==> config.mk <==
export PLATFORM = sky130hd
export DESIGN_NAME = tachometer_with_bar_level
export DESIGN_NICKNAME = d
export VERILOG_FILES = /design/src/rtl/core/tach_pkg.sv /design/src/rtl/core/tach_rpm_calc.sv /design/src/rtl/core/tach_bar_calc.sv /design/src/rtl/core/tachometer_with_bar_level.sv
export SDC_FILE = /design/constraint.sdc
export NUM_CORES = 1
export LEC_CHECK = 0
export BUFFER_PORTS_ARGS = -buffer_cell sky130_fd_sc_hd__buf_2
export CAP_MARGIN = 5
export CORE_ASPECT_RATIO = 0.6
export CORE_UTILIZATION = 35
export DETAILED_ROUTE_END_ITERATION = 6
export SETUP_SLACK_MARGIN = 0.15
export SKIP_CTS_REPAIR_TIMING = 1
export SYNTH_ARGS = -nofsm -noshare
export SYNTH_HDL_FRONTEND = slang
export SYNTH_HIERARCHICAL = 1
export SYNTH_SLANG_ARGS = --single-unit
==> constraint.sdc <==
create_clock -name clk -period 10.05 [get_ports clk]
set_input_delay 2.01 -clock clk [delete_from_list [all_inputs] [get_ports clk]]
set_output_delay 2.01 -clock clk [all_outputs]
set_load 0.1 [all_outputs]
==> src/rtl/core/tach_pkg.sv <==
// shared types and constants for the tachometer with bar level
`default_nettype none
package tach_pkg;

    // field widths
    localparam int CMD_W      = 2;
    localparam int RPM_W      = 16;
    localparam int INTERVAL_W = 16;
    localparam int PPR_W      = 4;
    localparam int REDLINE_W  = 16;
    localparam int BW_W       = 6;
    localparam int PULSE_W    = 32;
    localparam int ELAPSED_W  = 16;
    localparam int CFG_IDX_W  = 2;
    localparam int CFG_DATA_W = 16;

    // command codes
    localparam logic [CMD_W-1:0] CMD_TICK  = 2'd0;
    localparam logic [CMD_W-1:0] CMD_PULSE = 2'd1;
    localparam logic [CMD_W-1:0] CMD_EXT   = 2'd2;

    // register indexes
    localparam logic [CFG_IDX_W-1:0] CFG_INTERVAL = 2'd0;
    localparam logic [CFG_IDX_W-1:0] CFG_PPR      = 2'd1;
    localparam logic [CFG_IDX_W-1:0] CFG_REDLINE  = 2'd2;
    localparam logic [CFG_IDX_W-1:0] CFG_BAR      = 2'd3;

    // register reset values
    localparam logic [INTERVAL_W-1:0] RESET_INTERVAL = 16'd500;
    localparam logic [PPR_W-1:0]      RESET_PPR      = 4'd4;
    localparam logic [REDLINE_W-1:0]  RESET_REDLINE  = 16'd6500;
    localparam logic [BW_W-1:0]       RESET_BAR      = 6'd8;

    // milliseconds per minute
    localparam logic [15:0] MINUTE_MS = 16'd60000;

    typedef struct packed {
        logic [CMD_W-1:0] command;
        logic [RPM_W-1:0] rpm_value;
    } in_item_t;

    typedef struct packed {
        logic [RPM_W-1:0] rpm;
        logic [BW_W-1:0]  bar_fill;
        logic             new_measurement;
    } out_item_t;

    // request to the speed unit
    typedef struct packed {
        logic                 start;
        logic [PULSE_W-1:0]   pulses;
        logic [ELAPSED_W-1:0] elapsed;
        logic [PPR_W-1:0]     ppr;
    } rpm_req_t;

    // request to the bar unit
    typedef struct packed {
        logic                 start;
        logic [RPM_W-1:0]     rpm;
        logic [BW_W-1:0]      bar_width;
        logic [REDLINE_W-1:0] redline;
    } bar_req_t;

endpackage
`default_nettype wire

==> src/rtl/core/tach_rpm_calc.sv <==
// bit-serial speed unit: pulses*60000 / (elapsed*ppr), saturated to 16 bits
`default_nettype none
module tach_rpm_calc (
    input  wire logic                        clk,
    input  wire logic                        rst_n,
    input  wire tach_pkg::rpm_req_t          req,
    output logic                             done,
    output logic [tach_pkg::RPM_W-1:0]       rpm
);

    localparam int NUM_W = tach_pkg::PULSE_W + 16;
    localparam int DEN_W = tach_pkg::ELAPSED_W + tach_pkg::PPR_W;
    localparam int Q_W   = tach_pkg::RPM_W;
    localparam int CNT_W = $clog2(Q_W);
    localparam logic [CNT_W-1:0] LAST = CNT_W'(Q_W - 1);

    localparam logic [1:0] ST_IDLE = 2'd0;
    localparam logic [1:0] ST_MUL  = 2'd1;
    localparam logic [1:0] ST_CHK  = 2'd2;
    localparam logic [1:0] ST_DIV  = 2'd3;

    logic [1:0]       state_reg, state_next;
    logic [CNT_W-1:0] cnt_reg, cnt_next;
    logic             done_reg, done_next;
    logic [NUM_W-1:0] mcand_reg, mcand_next;
    logic [15:0]      mult_reg, mult_next;
    logic [NUM_W-1:0] num_reg, num_next;
    logic [DEN_W-1:0] dcand_reg, dcand_next;
    logic [tach_pkg::PPR_W-1:0] dmul_reg, dmul_next;
    logic [DEN_W-1:0] den_reg, den_next;
    logic [DEN_W-1:0] rem_reg, rem_next;
    logic [Q_W-1:0]   quo_reg, quo_next;
    logic [DEN_W:0]   trial;
    logic             ge;

    // one restoring division step
    assign trial = {rem_reg, quo_reg[Q_W-1]};
    assign ge    = trial >= {1'b0, den_reg};

    always_comb
    begin
        state_next = state_reg;
        cnt_next   = cnt_reg;
        done_next  = 1'b0;
        mcand_next = mcand_reg;
        mult_next  = mult_reg;
        num_next   = num_reg;
        dcand_next = dcand_reg;
        dmul_next  = dmul_reg;
        den_next   = den_reg;
        rem_next   = rem_reg;
        quo_next   = quo_reg;
        case (state_reg)
            ST_IDLE:
            begin
                if (req.start)
                begin
                    mcand_next = {16'd0, req.pulses};
                    mult_next  = tach_pkg::MINUTE_MS;
                    num_next   = '0;
                    dcand_next = {{tach_pkg::PPR_W{1'b0}}, req.elapsed};
                    dmul_next  = req.ppr;
                    den_next   = '0;
                    cnt_next   = '0;
                    state_next = ST_MUL;
                end
            end
            ST_MUL:
            begin
                // shift-add for numerator and denominator together
                if (mult_reg[0])
                begin
                    num_next = num_reg + mcand_reg;
                end
                if (dmul_reg[0])
                begin
                    den_next = den_reg + dcand_reg;
                end
                mcand_next = {mcand_reg[NUM_W-2:0], 1'b0};
                mult_next  = {1'b0, mult_reg[15:1]};
                dcand_next = {dcand_reg[DEN_W-2:0], 1'b0};
                dmul_next  = {1'b0, dmul_reg[tach_pkg::PPR_W-1:1]};
                cnt_next   = cnt_reg + 1'b1;
                if (cnt_reg == LAST)
                begin
                    state_next = ST_CHK;
                end
            end
            ST_CHK:
            begin
                // quotient of 2^16 or more saturates
                if (num_reg[NUM_W-1:Q_W] >= {{(NUM_W-Q_W-DEN_W){1'b0}}, den_reg})
                begin
                    quo_next   = '1;
                    done_next  = 1'b1;
                    state_next = ST_IDLE;
                end
                else
                begin
                    rem_next   = num_reg[Q_W+DEN_W-1:Q_W];
                    quo_next   = num_reg[Q_W-1:0];
                    cnt_next   = '0;
                    state_next = ST_DIV;
                end
            end
            ST_DIV:
            begin
                rem_next = ge ? DEN_W'(trial - {1'b0, den_reg}) : trial[DEN_W-1:0];
                quo_next = {quo_reg[Q_W-2:0], ge};
                cnt_next = cnt_reg + 1'b1;
                if (cnt_reg == LAST)
                begin
                    done_next  = 1'b1;
                    state_next = ST_IDLE;
                end
            end
            default:
            begin
                state_next = ST_IDLE;
            end
        endcase
    end

    // control state
    always_ff @(posedge clk or negedge rst_n)
    begin
        if (!rst_n)
        begin
            state_reg <= ST_IDLE;
            cnt_reg   <= '0;
            done_reg  <= 1'b0;
        end
        else
        begin
            state_reg <= state_next;
            cnt_reg   <= cnt_next;
            done_reg  <= done_next;
        end
    end

    // datapath shift registers
    always_ff @(posedge clk)
    begin
        mcand_reg <= mcand_next;
        mult_reg  <= mult_next;
        num_reg   <= num_next;
        dcand_reg <= dcand_next;
        dmul_reg  <= dmul_next;
        den_reg   <= den_next;
        rem_reg   <= rem_next;
        quo_reg   <= quo_next;
    end

    assign done = done_reg;
    assign rpm  = quo_reg;

endmodule
`default_nettype wire

==> src/rtl/core/tach_bar_calc.sv <==
// bit-serial bar unit: rpm*bar_width / redline, clamped to bar_width
`default_nettype none
module tach_bar_calc (
    input  wire logic                     clk,
    input  wire logic                     rst_n,
    input  wire tach_pkg::bar_req_t       req,
    output logic                          done,
    output logic [tach_pkg::BW_W-1:0]     fill
);

    localparam int BW    = tach_pkg::BW_W;
    localparam int RW    = tach_pkg::REDLINE_W;
    localparam int PROD_W = tach_pkg::RPM_W + BW;
    localparam int CNT_W = $clog2(BW);
    localparam logic [CNT_W-1:0] LAST = CNT_W'(BW - 1);

    localparam logic [1:0] ST_IDLE = 2'd0;
    localparam logic [1:0] ST_MUL  = 2'd1;
    localparam logic [1:0] ST_CHK  = 2'd2;
    localparam logic [1:0] ST_DIV  = 2'd3;

    logic [1:0]        state_reg, state_next;
    logic [CNT_W-1:0]  cnt_reg, cnt_next;
    logic              done_reg, done_next;
    logic [PROD_W-1:0] mcand_reg, mcand_next;
    logic [BW-1:0]     mult_reg, mult_next;
    logic [PROD_W-1:0] acc_reg, acc_next;
    logic [BW-1:0]     bw_reg, bw_next;
    logic [RW-1:0]     red_reg, red_next;
    logic [RW-1:0]     rem_reg, rem_next;
    logic [BW-1:0]     quo_reg, quo_next;
    logic [RW:0]       trial;
    logic              ge;

    // one restoring division step
    assign trial = {rem_reg, quo_reg[BW-1]};
    assign ge    = trial >= {1'b0, red_reg};

    always_comb
    begin
        state_next = state_reg;
        cnt_next   = cnt_reg;
        done_next  = 1'b0;
        mcand_next = mcand_reg;
        mult_next  = mult_reg;
        acc_next   = acc_reg;
        bw_next    = bw_reg;
        red_next   = red_reg;
        rem_next   = rem_reg;
        quo_next   = quo_reg;
        case (state_reg)
            ST_IDLE:
            begin
                if (req.start)
                begin
                    mcand_next = {{BW{1'b0}}, req.rpm};
                    mult_next  = req.bar_width;
                    acc_next   = '0;
                    bw_next    = req.bar_width;
                    red_next   = req.redline;
                    cnt_next   = '0;
                    state_next = ST_MUL;
                end
            end
            ST_MUL:
            begin
                if (mult_reg[0])
                begin
                    acc_next = acc_reg + mcand_reg;
                end
                mcand_next = {mcand_reg[PROD_W-2:0], 1'b0};
                mult_next  = {1'b0, mult_reg[BW-1:1]};
                cnt_next   = cnt_reg + 1'b1;
                if (cnt_reg == LAST)
                begin
                    state_next = ST_CHK;
                end
            end
            ST_CHK:
            begin
                // zero redline gives an empty bar, an oversize quotient a full one
                if (red_reg == '0)
                begin
                    quo_next   = '0;
                    done_next  = 1'b1;
                    state_next = ST_IDLE;
                end
                else if (acc_reg >= {red_reg, {BW{1'b0}}})
                begin
                    quo_next   = '1;
                    done_next  = 1'b1;
                    state_next = ST_IDLE;
                end
                else
                begin
                    rem_next   = acc_reg[PROD_W-1:BW];
                    quo_next   = acc_reg[BW-1:0];
                    cnt_next   = '0;
                    state_next = ST_DIV;
                end
            end
            ST_DIV:
            begin
                rem_next = ge ? RW'(trial - {1'b0, red_reg}) : trial[RW-1:0];
                quo_next = {quo_reg[BW-2:0], ge};
                cnt_next = cnt_reg + 1'b1;
                if (cnt_reg == LAST)
                begin
                    done_next  = 1'b1;
                    state_next = ST_IDLE;
                end
            end
            default:
            begin
                state_next = ST_IDLE;
            end
        endcase
    end

    // control state
    always_ff @(posedge clk or negedge rst_n)
    begin
        if (!rst_n)
        begin
            state_reg <= ST_IDLE;
            cnt_reg   <= '0;
            done_reg  <= 1'b0;
        end
        else
        begin
            state_reg <= state_next;
            cnt_reg   <= cnt_next;
            done_reg  <= done_next;
        end
    end

    // datapath shift registers
    always_ff @(posedge clk)
    begin
        mcand_reg <= mcand_next;
        mult_reg  <= mult_next;
        acc_reg   <= acc_next;
        bw_reg    <= bw_next;
        red_reg   <= red_next;
        rem_reg   <= rem_next;
        quo_reg   <= quo_next;
    end

    // clamp to the bar width
    assign done = done_reg;
    assign fill = (quo_reg > bw_reg) ? bw_reg : quo_reg;

endmodule
`default_nettype wire

==> src/rtl/core/tachometer_with_bar_level.sv <==
// top level of the tachometer with bar level: counters, control and output register
//
//  channel   direction  handshake            payload
//  in        input      in_valid / in_stall  tach_pkg::in_item_t  (command, rpm_value)
//  out       output     out_valid/ out_stall tach_pkg::out_item_t (rpm, bar_fill, new_measurement)
//  cfg       input      cfg_we               cfg_index, cfg_data
//
// one item at a time: the result follows the 6-step serial multiply and divide of the bar unit
// (the divide is skipped on a full or empty bar); an item that closes a window first goes through
// the 16-step serial multiply, check and 16-step serial divide of the speed unit, with the divide
// skipped when the speed saturates
// reset clears counters, speed and control and loads the register defaults
// in_stall stays high until the result enters the output register, held while out_stall
`default_nettype none
module tachometer_with_bar_level (
    input  wire logic                               clk,
    input  wire logic                               rst_n,
    input  wire logic                               in_valid,
    output logic                                    in_stall,
    input  wire tach_pkg::in_item_t                 in_item,
    output logic                                    out_valid,
    input  wire logic                               out_stall,
    output tach_pkg::out_item_t                     out_item,
    input  wire logic                               cfg_we,
    input  wire logic [tach_pkg::CFG_IDX_W-1:0]     cfg_index,
    input  wire logic [tach_pkg::CFG_DATA_W-1:0]    cfg_data
);

    localparam logic [1:0] ST_IDLE = 2'd0;
    localparam logic [1:0] ST_RPM  = 2'd1;
    localparam logic [1:0] ST_BAR  = 2'd2;
    localparam logic [1:0] ST_OUT  = 2'd3;

    logic [1:0]                           state_reg, state_next;
    logic [tach_pkg::INTERVAL_W-1:0]      interval_reg;
    logic [tach_pkg::PPR_W-1:0]           ppr_reg;
    logic [tach_pkg::REDLINE_W-1:0]       redline_reg;
    logic [tach_pkg::BW_W-1:0]            bw_reg;
    logic [tach_pkg::PULSE_W-1:0]         pulses_reg, pulses_next;
    logic [tach_pkg::ELAPSED_W-1:0]       elapsed_reg, elapsed_next;
    logic [tach_pkg::RPM_W-1:0]           cur_rpm_reg, cur_rpm_next;
    logic                                 fresh_reg, fresh_next;
    logic                                 bar_go_reg, bar_go_next;
    tach_pkg::rpm_req_t                   rpm_req_reg, rpm_req_next;
    logic                                 out_valid_reg, out_valid_next;
    tach_pkg::out_item_t                  out_item_reg, out_item_next;
    logic [tach_pkg::ELAPSED_W-1:0]       el_inc;
    logic                                 accept;
    logic                                 rpm_done;
    logic [tach_pkg::RPM_W-1:0]           rpm_result;
    logic                                 bar_done;
    logic [tach_pkg::BW_W-1:0]            bar_result;
    tach_pkg::bar_req_t                   bar_req;

    assign accept   = in_valid && (state_reg == ST_IDLE);
    assign in_stall = (state_reg != ST_IDLE);
    assign el_inc   = (elapsed_reg != '1) ? elapsed_reg + 1'b1 : elapsed_reg;

    // serial arithmetic units
    tach_rpm_calc u_rpm (
        .clk   (clk),
        .rst_n (rst_n),
        .req   (rpm_req_reg),
        .done  (rpm_done),
        .rpm   (rpm_result)
    );

    assign bar_req = '{start:     bar_go_reg,
                       rpm:       cur_rpm_reg,
                       bar_width: bw_reg,
                       redline:   redline_reg};

    tach_bar_calc u_bar (
        .clk   (clk),
        .rst_n (rst_n),
        .req   (bar_req),
        .done  (bar_done),
        .fill  (bar_result)
    );

    // sequencing and counters
    always_comb
    begin
        state_next      = state_reg;
        pulses_next     = pulses_reg;
        elapsed_next    = elapsed_reg;
        cur_rpm_next    = cur_rpm_reg;
        fresh_next      = fresh_reg;
        bar_go_next     = 1'b0;
        rpm_req_next    = rpm_req_reg;
        rpm_req_next.start = 1'b0;
        out_valid_next  = out_valid_reg;
        out_item_next   = out_item_reg;
        if (out_valid_reg && !out_stall)
        begin
            out_valid_next = 1'b0;
        end
        case (state_reg)
            ST_IDLE:
            begin
                if (accept)
                begin
                    fresh_next  = 1'b0;
                    bar_go_next = 1'b1;
                    state_next  = ST_BAR;
                    case (in_item.command)
                        tach_pkg::CMD_TICK:
                        begin
                            if (el_inc >= interval_reg)
                            begin
                                // close the window and hand the counts to the speed unit
                                rpm_req_next.start   = 1'b1;
                                rpm_req_next.pulses  = pulses_reg;
                                rpm_req_next.elapsed = el_inc;
                                rpm_req_next.ppr     = (ppr_reg == '0)
                                                       ? tach_pkg::PPR_W'(1) : ppr_reg;
                                pulses_next  = '0;
                                elapsed_next = '0;
                                fresh_next   = 1'b1;
                                bar_go_next  = 1'b0;
                                state_next   = ST_RPM;
                            end
                            else
                            begin
                                elapsed_next = el_inc;
                            end
                        end
                        tach_pkg::CMD_PULSE:
                        begin
                            if (pulses_reg != '1)
                            begin
                                pulses_next = pulses_reg + 1'b1;
                            end
                        end
                        tach_pkg::CMD_EXT:
                        begin
                            cur_rpm_next = in_item.rpm_value;
                        end
                        default:
                        begin
                        end
                    endcase
                end
            end
            ST_RPM:
            begin
                if (rpm_done)
                begin
                    cur_rpm_next = rpm_result;
                    bar_go_next  = 1'b1;
                    state_next   = ST_BAR;
                end
            end
            ST_BAR:
            begin
                if (bar_done)
                begin
                    state_next = ST_OUT;
                end
            end
            ST_OUT:
            begin
                // load the result once the output register is free
                if (!out_valid_reg || !out_stall)
                begin
                    out_valid_next                = 1'b1;
                    out_item_next.rpm             = cur_rpm_reg;
                    out_item_next.bar_fill        = bar_result;
                    out_item_next.new_measurement = fresh_reg;
                    state_next                    = ST_IDLE;
                end
            end
            default:
            begin
                state_next = ST_IDLE;
            end
        endcase
    end

    // control and state registers
    always_ff @(posedge clk or negedge rst_n)
    begin
        if (!rst_n)
        begin
            state_reg     <= ST_IDLE;
            pulses_reg    <= '0;
            elapsed_reg   <= '0;
            cur_rpm_reg   <= '0;
            fresh_reg     <= 1'b0;
            bar_go_reg    <= 1'b0;
            rpm_req_reg   <= '0;
            out_valid_reg <= 1'b0;
        end
        else
        begin
            state_reg     <= state_next;
            pulses_reg    <= pulses_next;
            elapsed_reg   <= elapsed_next;
            cur_rpm_reg   <= cur_rpm_next;
            fresh_reg     <= fresh_next;
            bar_go_reg    <= bar_go_next;
            rpm_req_reg   <= rpm_req_next;
            out_valid_reg <= out_valid_next;
        end
    end

    // configuration registers
    always_ff @(posedge clk or negedge rst_n)
    begin
        if (!rst_n)
        begin
            interval_reg <= tach_pkg::RESET_INTERVAL;
            ppr_reg      <= tach_pkg::RESET_PPR;
            redline_reg  <= tach_pkg::RESET_REDLINE;
            bw_reg       <= tach_pkg::RESET_BAR;
        end
        else if (cfg_we)
        begin
            case (cfg_index)
                tach_pkg::CFG_INTERVAL: interval_reg <= cfg_data;
                tach_pkg::CFG_PPR:      ppr_reg      <= cfg_data[tach_pkg::PPR_W-1:0];
                tach_pkg::CFG_REDLINE:  redline_reg  <= cfg_data;
                tach_pkg::CFG_BAR:      bw_reg       <= cfg_data[tach_pkg::BW_W-1:0];
                default:
                begin
                end
            endcase
        end
    end

    // output payload
    always_ff @(posedge clk)
    begin
        out_item_reg <= out_item_next;
    end

    assign out_valid = out_valid_reg;
    assign out_item  = out_item_reg;

`ifndef SYNTH
    // a new result appears only out of the output state
    a_out_from_state: assert property (@(posedge clk) disable iff (!rst_n)
        $rose(out_valid_reg) |-> $past(state_reg) == ST_OUT)
        else $error("output loaded outside the output state");

    // the speed unit finishes only while it is awaited
    a_rpm_done_state: assert property (@(posedge clk) disable iff (!rst_n)
        rpm_done |-> state_reg == ST_RPM)
        else $error("speed unit finished while not awaited");

    // the bar unit finishes only while it is awaited
    a_bar_done_state: assert property (@(posedge clk) disable iff (!rst_n)
        bar_done |-> state_reg == ST_BAR)
        else $error("bar unit finished while not awaited");

    // a delivered fill never exceeds the bar width
    a_fill_clamped: assert property (@(posedge clk) disable iff (!rst_n)
        out_valid_reg |-> out_item_reg.bar_fill <= bw_reg)
        else $error("bar fill beyond bar width");
`endif

endmodule
`default_nettype wire

==> flow_summary.toml <==
[die]
die-height_um = 224
die_w_um = 372
io-pin-count = 66
core_sq_um = 80300
rows = 80
floorplan.initialDensity_pct = 35.7
die_area_sq_um = 83200

[synthesis]
synth_top_area_share_pct = 32.3
synth_edf_count = 309
ys_ff_latch = 486
syn_inst = 2842
syn-num-nets = 3078
yosysUniqueCellTypes = 106
syn_avg_cell_area_sq_um = 10.1
async_flop_share_pct = 36.4
synth_flop_cell = "edfxtp_1"
yosysMostFrequentCell = "nand2_1"
yosys_warnings = 6
yosysTopAreaCell = "edfxtp_1"
syn_area_sq_um = 28700
synthTopCellsByArea = "edfxtp_1, dfrtp_1, ha_1, nand2_1, o21ai_0"
synth_common_cells = "nand2_1, edfxtp_1, nor2_1, ha_1, o21ai_0"
seq_area_frac_synth_pct = 47.8

[worst_setup_path]
cp-start-kind = "flip-flop"
cp.required_ns = 10.53
r2r-start = "elapsed_reg[7]"
worstPathArrival_ns = 5.78
cp-end-kind = "flip-flop"
r2r_setup_slack_ns = 4.74
ff2ff_path_depth = 14
r2r-end = "rpm_req_reg[18]"
path_max_fanout = 61
crit_type = "flip-flop to flip-flop"

[global_route]
grtUsageTotal_pct = 18.6
grt_max_degree = 123
grt_pass1_vias = 19625
grt_pass1_wl_um = 120000
gr-total-overflow = 0
antenna_found_initial = 1

[cells_and_area]
nets = 3092
fin_cells = 3962
drive_gt1_share_pct = 11.2
diodes = 0
largest_register_ffs = 53
area_delta_synth_final_pct = 10.5

[placed_design]
place_hpwl_um = 57000
io_buffers = 65
dp_cells = 3871
place_congestion = 0.911

[clock_tree]
clockBufferDepth = 3
cts.clk_slew.worst_paths_ns = 0.06
root_buffer = "clkbuf_16"
clock_latency_ns = 0.62
clock_sinks = 486
cts_tree = "done"
numCtsBuffers = 49
htreeDepth = 2

[sta]
period_share_pct = 52.8
worst_pin_slew_ns = 1.20
slew_viol_final = 0
finalHoldWorstSlack_ns = 0.443
maxSlewHeadroom_pct = 19.8
finClkSkew_ns = 0.0323
rsz0062_at_grt = "false"
period_needed_ns = 5.31
setup_violations = 0
hold_viol = 0
tns_ns = 0
max_freq_ghz = 0.188

[worst_hold_path]
hp-start = "redline_reg[4]"
hold_end = "u_bar/red_reg[4]"
hold_path_class = "flip-flop to flip-flop"
hold-path-cell-count = 0

[power_and_ir_drop]
p_leak_nw = 12.8
irDropWorstVdd_v = 0.000139
power_density_nw_per_um2 = 196

[route]
drt-pass1-iter-count = 5
vias = 21502
viasPerCell = 5.43
drcViolationCount = 0
drt_iter0_drc = 2271
wirelength_um = 77900
routedWlPerCell_um = 19.7
ant_nets = 0

[outcome]
status = "finished, final reports clean"

[run]
drv_cap = 0
-- area by class of cell --
cell class / instances / area, sq um
Timing Repair Buffer: 92 / 537
Clock buffer: 69 / 1420
Tap cell: 1066 / 1330
Fill cell: 7840 / 48600
Multi-Input combinational cell: 2100 / 14000
Clock inverter: 22 / 213
Inverter: 127 / 478
Sequential cell: 486 / 13700
-- how the worst max path moves through the flow --
stage                  startpoint                  to  slack (ns)  cells after the start
2_1_floorplan  u_rpm/state_reg[0]  u_rpm/dcand_reg[0]        4.91                      4
3_3_place_gp       elapsed_reg[0]      rpm_req_reg[6]        4.84                     15
3_5_place_dp       elapsed_reg[7]     rpm_req_reg[17]        4.76                     14
4_1_cts            elapsed_reg[7]     rpm_req_reg[17]        4.70                     14
5_1_grt            elapsed_reg[7]     rpm_req_reg[19]        4.39                     14
6_report           elapsed_reg[7]     rpm_req_reg[18]        4.74                     14
-- cell usage in the layout (no fill, tap or decap), types with 19 or more instances in the layout --
cell type | synthesis | layout
nand2b_1 | 40 | 40
mux2_2 | 58 | 58
a21o_1 | 45 | 45
xnor2_1 | 61 | 61
dfrtp_1 | 163 | 163
mux2i_1 | 70 | 70
a31oi_1 | 19 | 19
buf_2 | 14 | 64
o31ai_1 | 19 | 19
xor2_1 | 39 | 39
buf_4 | 9 | 27
edfxtp_1 | 309 | 309
nand3_1 | 56 | 55
nand4_1 | 52 | 52
o21bai_1 | 23 | 23
inv_1 | 125 | 124
clkbuf_16 | 0 | 51
o21ai_1 | 35 | 35
a21oi_1 | 185 | 182
nor3_1 | 40 | 40
nor4_1 | 21 | 21
ha_1 | 190 | 190
and2_1 | 55 | 55
o21ai_0 | 187 | 186
nand2_1 | 399 | 399
nor2_1 | 215 | 212
o21a_1 | 32 | 32
-- layer usage --
layer / global-route usage [%] / up-vias / part of all wire, %
met4: 2.72 / 0 / 0.98
li1: - / 10336 / -
met5: 0 / - / 0
met3: 6.16 / 64 / 10
met1: 31.7 / 10352 / 54
met2: 21.5 / 750 / 34
-- power by group --
group	switching (mW)	internal (mW)	total (mW)
clock	0.827	1.07	1.90
combinational	1.01	0.654	1.66
sequential	0.200	2.46	2.66
-- metrics by stage --
step / utilization, % / cell area, sq um / setup slack (ns) / power, mW
floorplan: - / 28700 / 4.91 / 3.88
global placement: 37.4 / 30100 / 4.84 / 4.31
detailed placement: 37.4 / 30100 / 4.76 / 4.31
CTS: 39.5 / 31700 / 4.70 / 6.23
global route: 39.5 / 31700 / 4.39 / 6.55
finish: 39.5 / 31700 / 4.74 / 6.22
-- worst max-delay path, stage by stage, from the launching register on --
cell and delay (ns):
dfrtp_1 0.49, nand4_1 0.16, nor3_1 0.54, nand2_1 0.37, xnor2_1 0.31, ha_1 0.27, nand2b_4 0.15, a2111oi_4 0.38
o311ai_2 0.26, a211oi_4 0.27, buf_4 0.50, or2_1 0.18, buf_4 0.41, inv_2 0.44, mux2_4 0.41
-- kinds of logic after synthesis --
family                     Yosys count  synth area share (%)
adders and majority gates          195                  8.63
muxes                              144                  5.53
AOI/OAI and AO/OA                  674                  15.0
DFF                                486                  47.8
buffers and inverters              256                  3.74
xor gates and xnor gates           100                  3.05
and+or+nand+nor                    987                  16.2
Power figures use the tool's default switching activity.
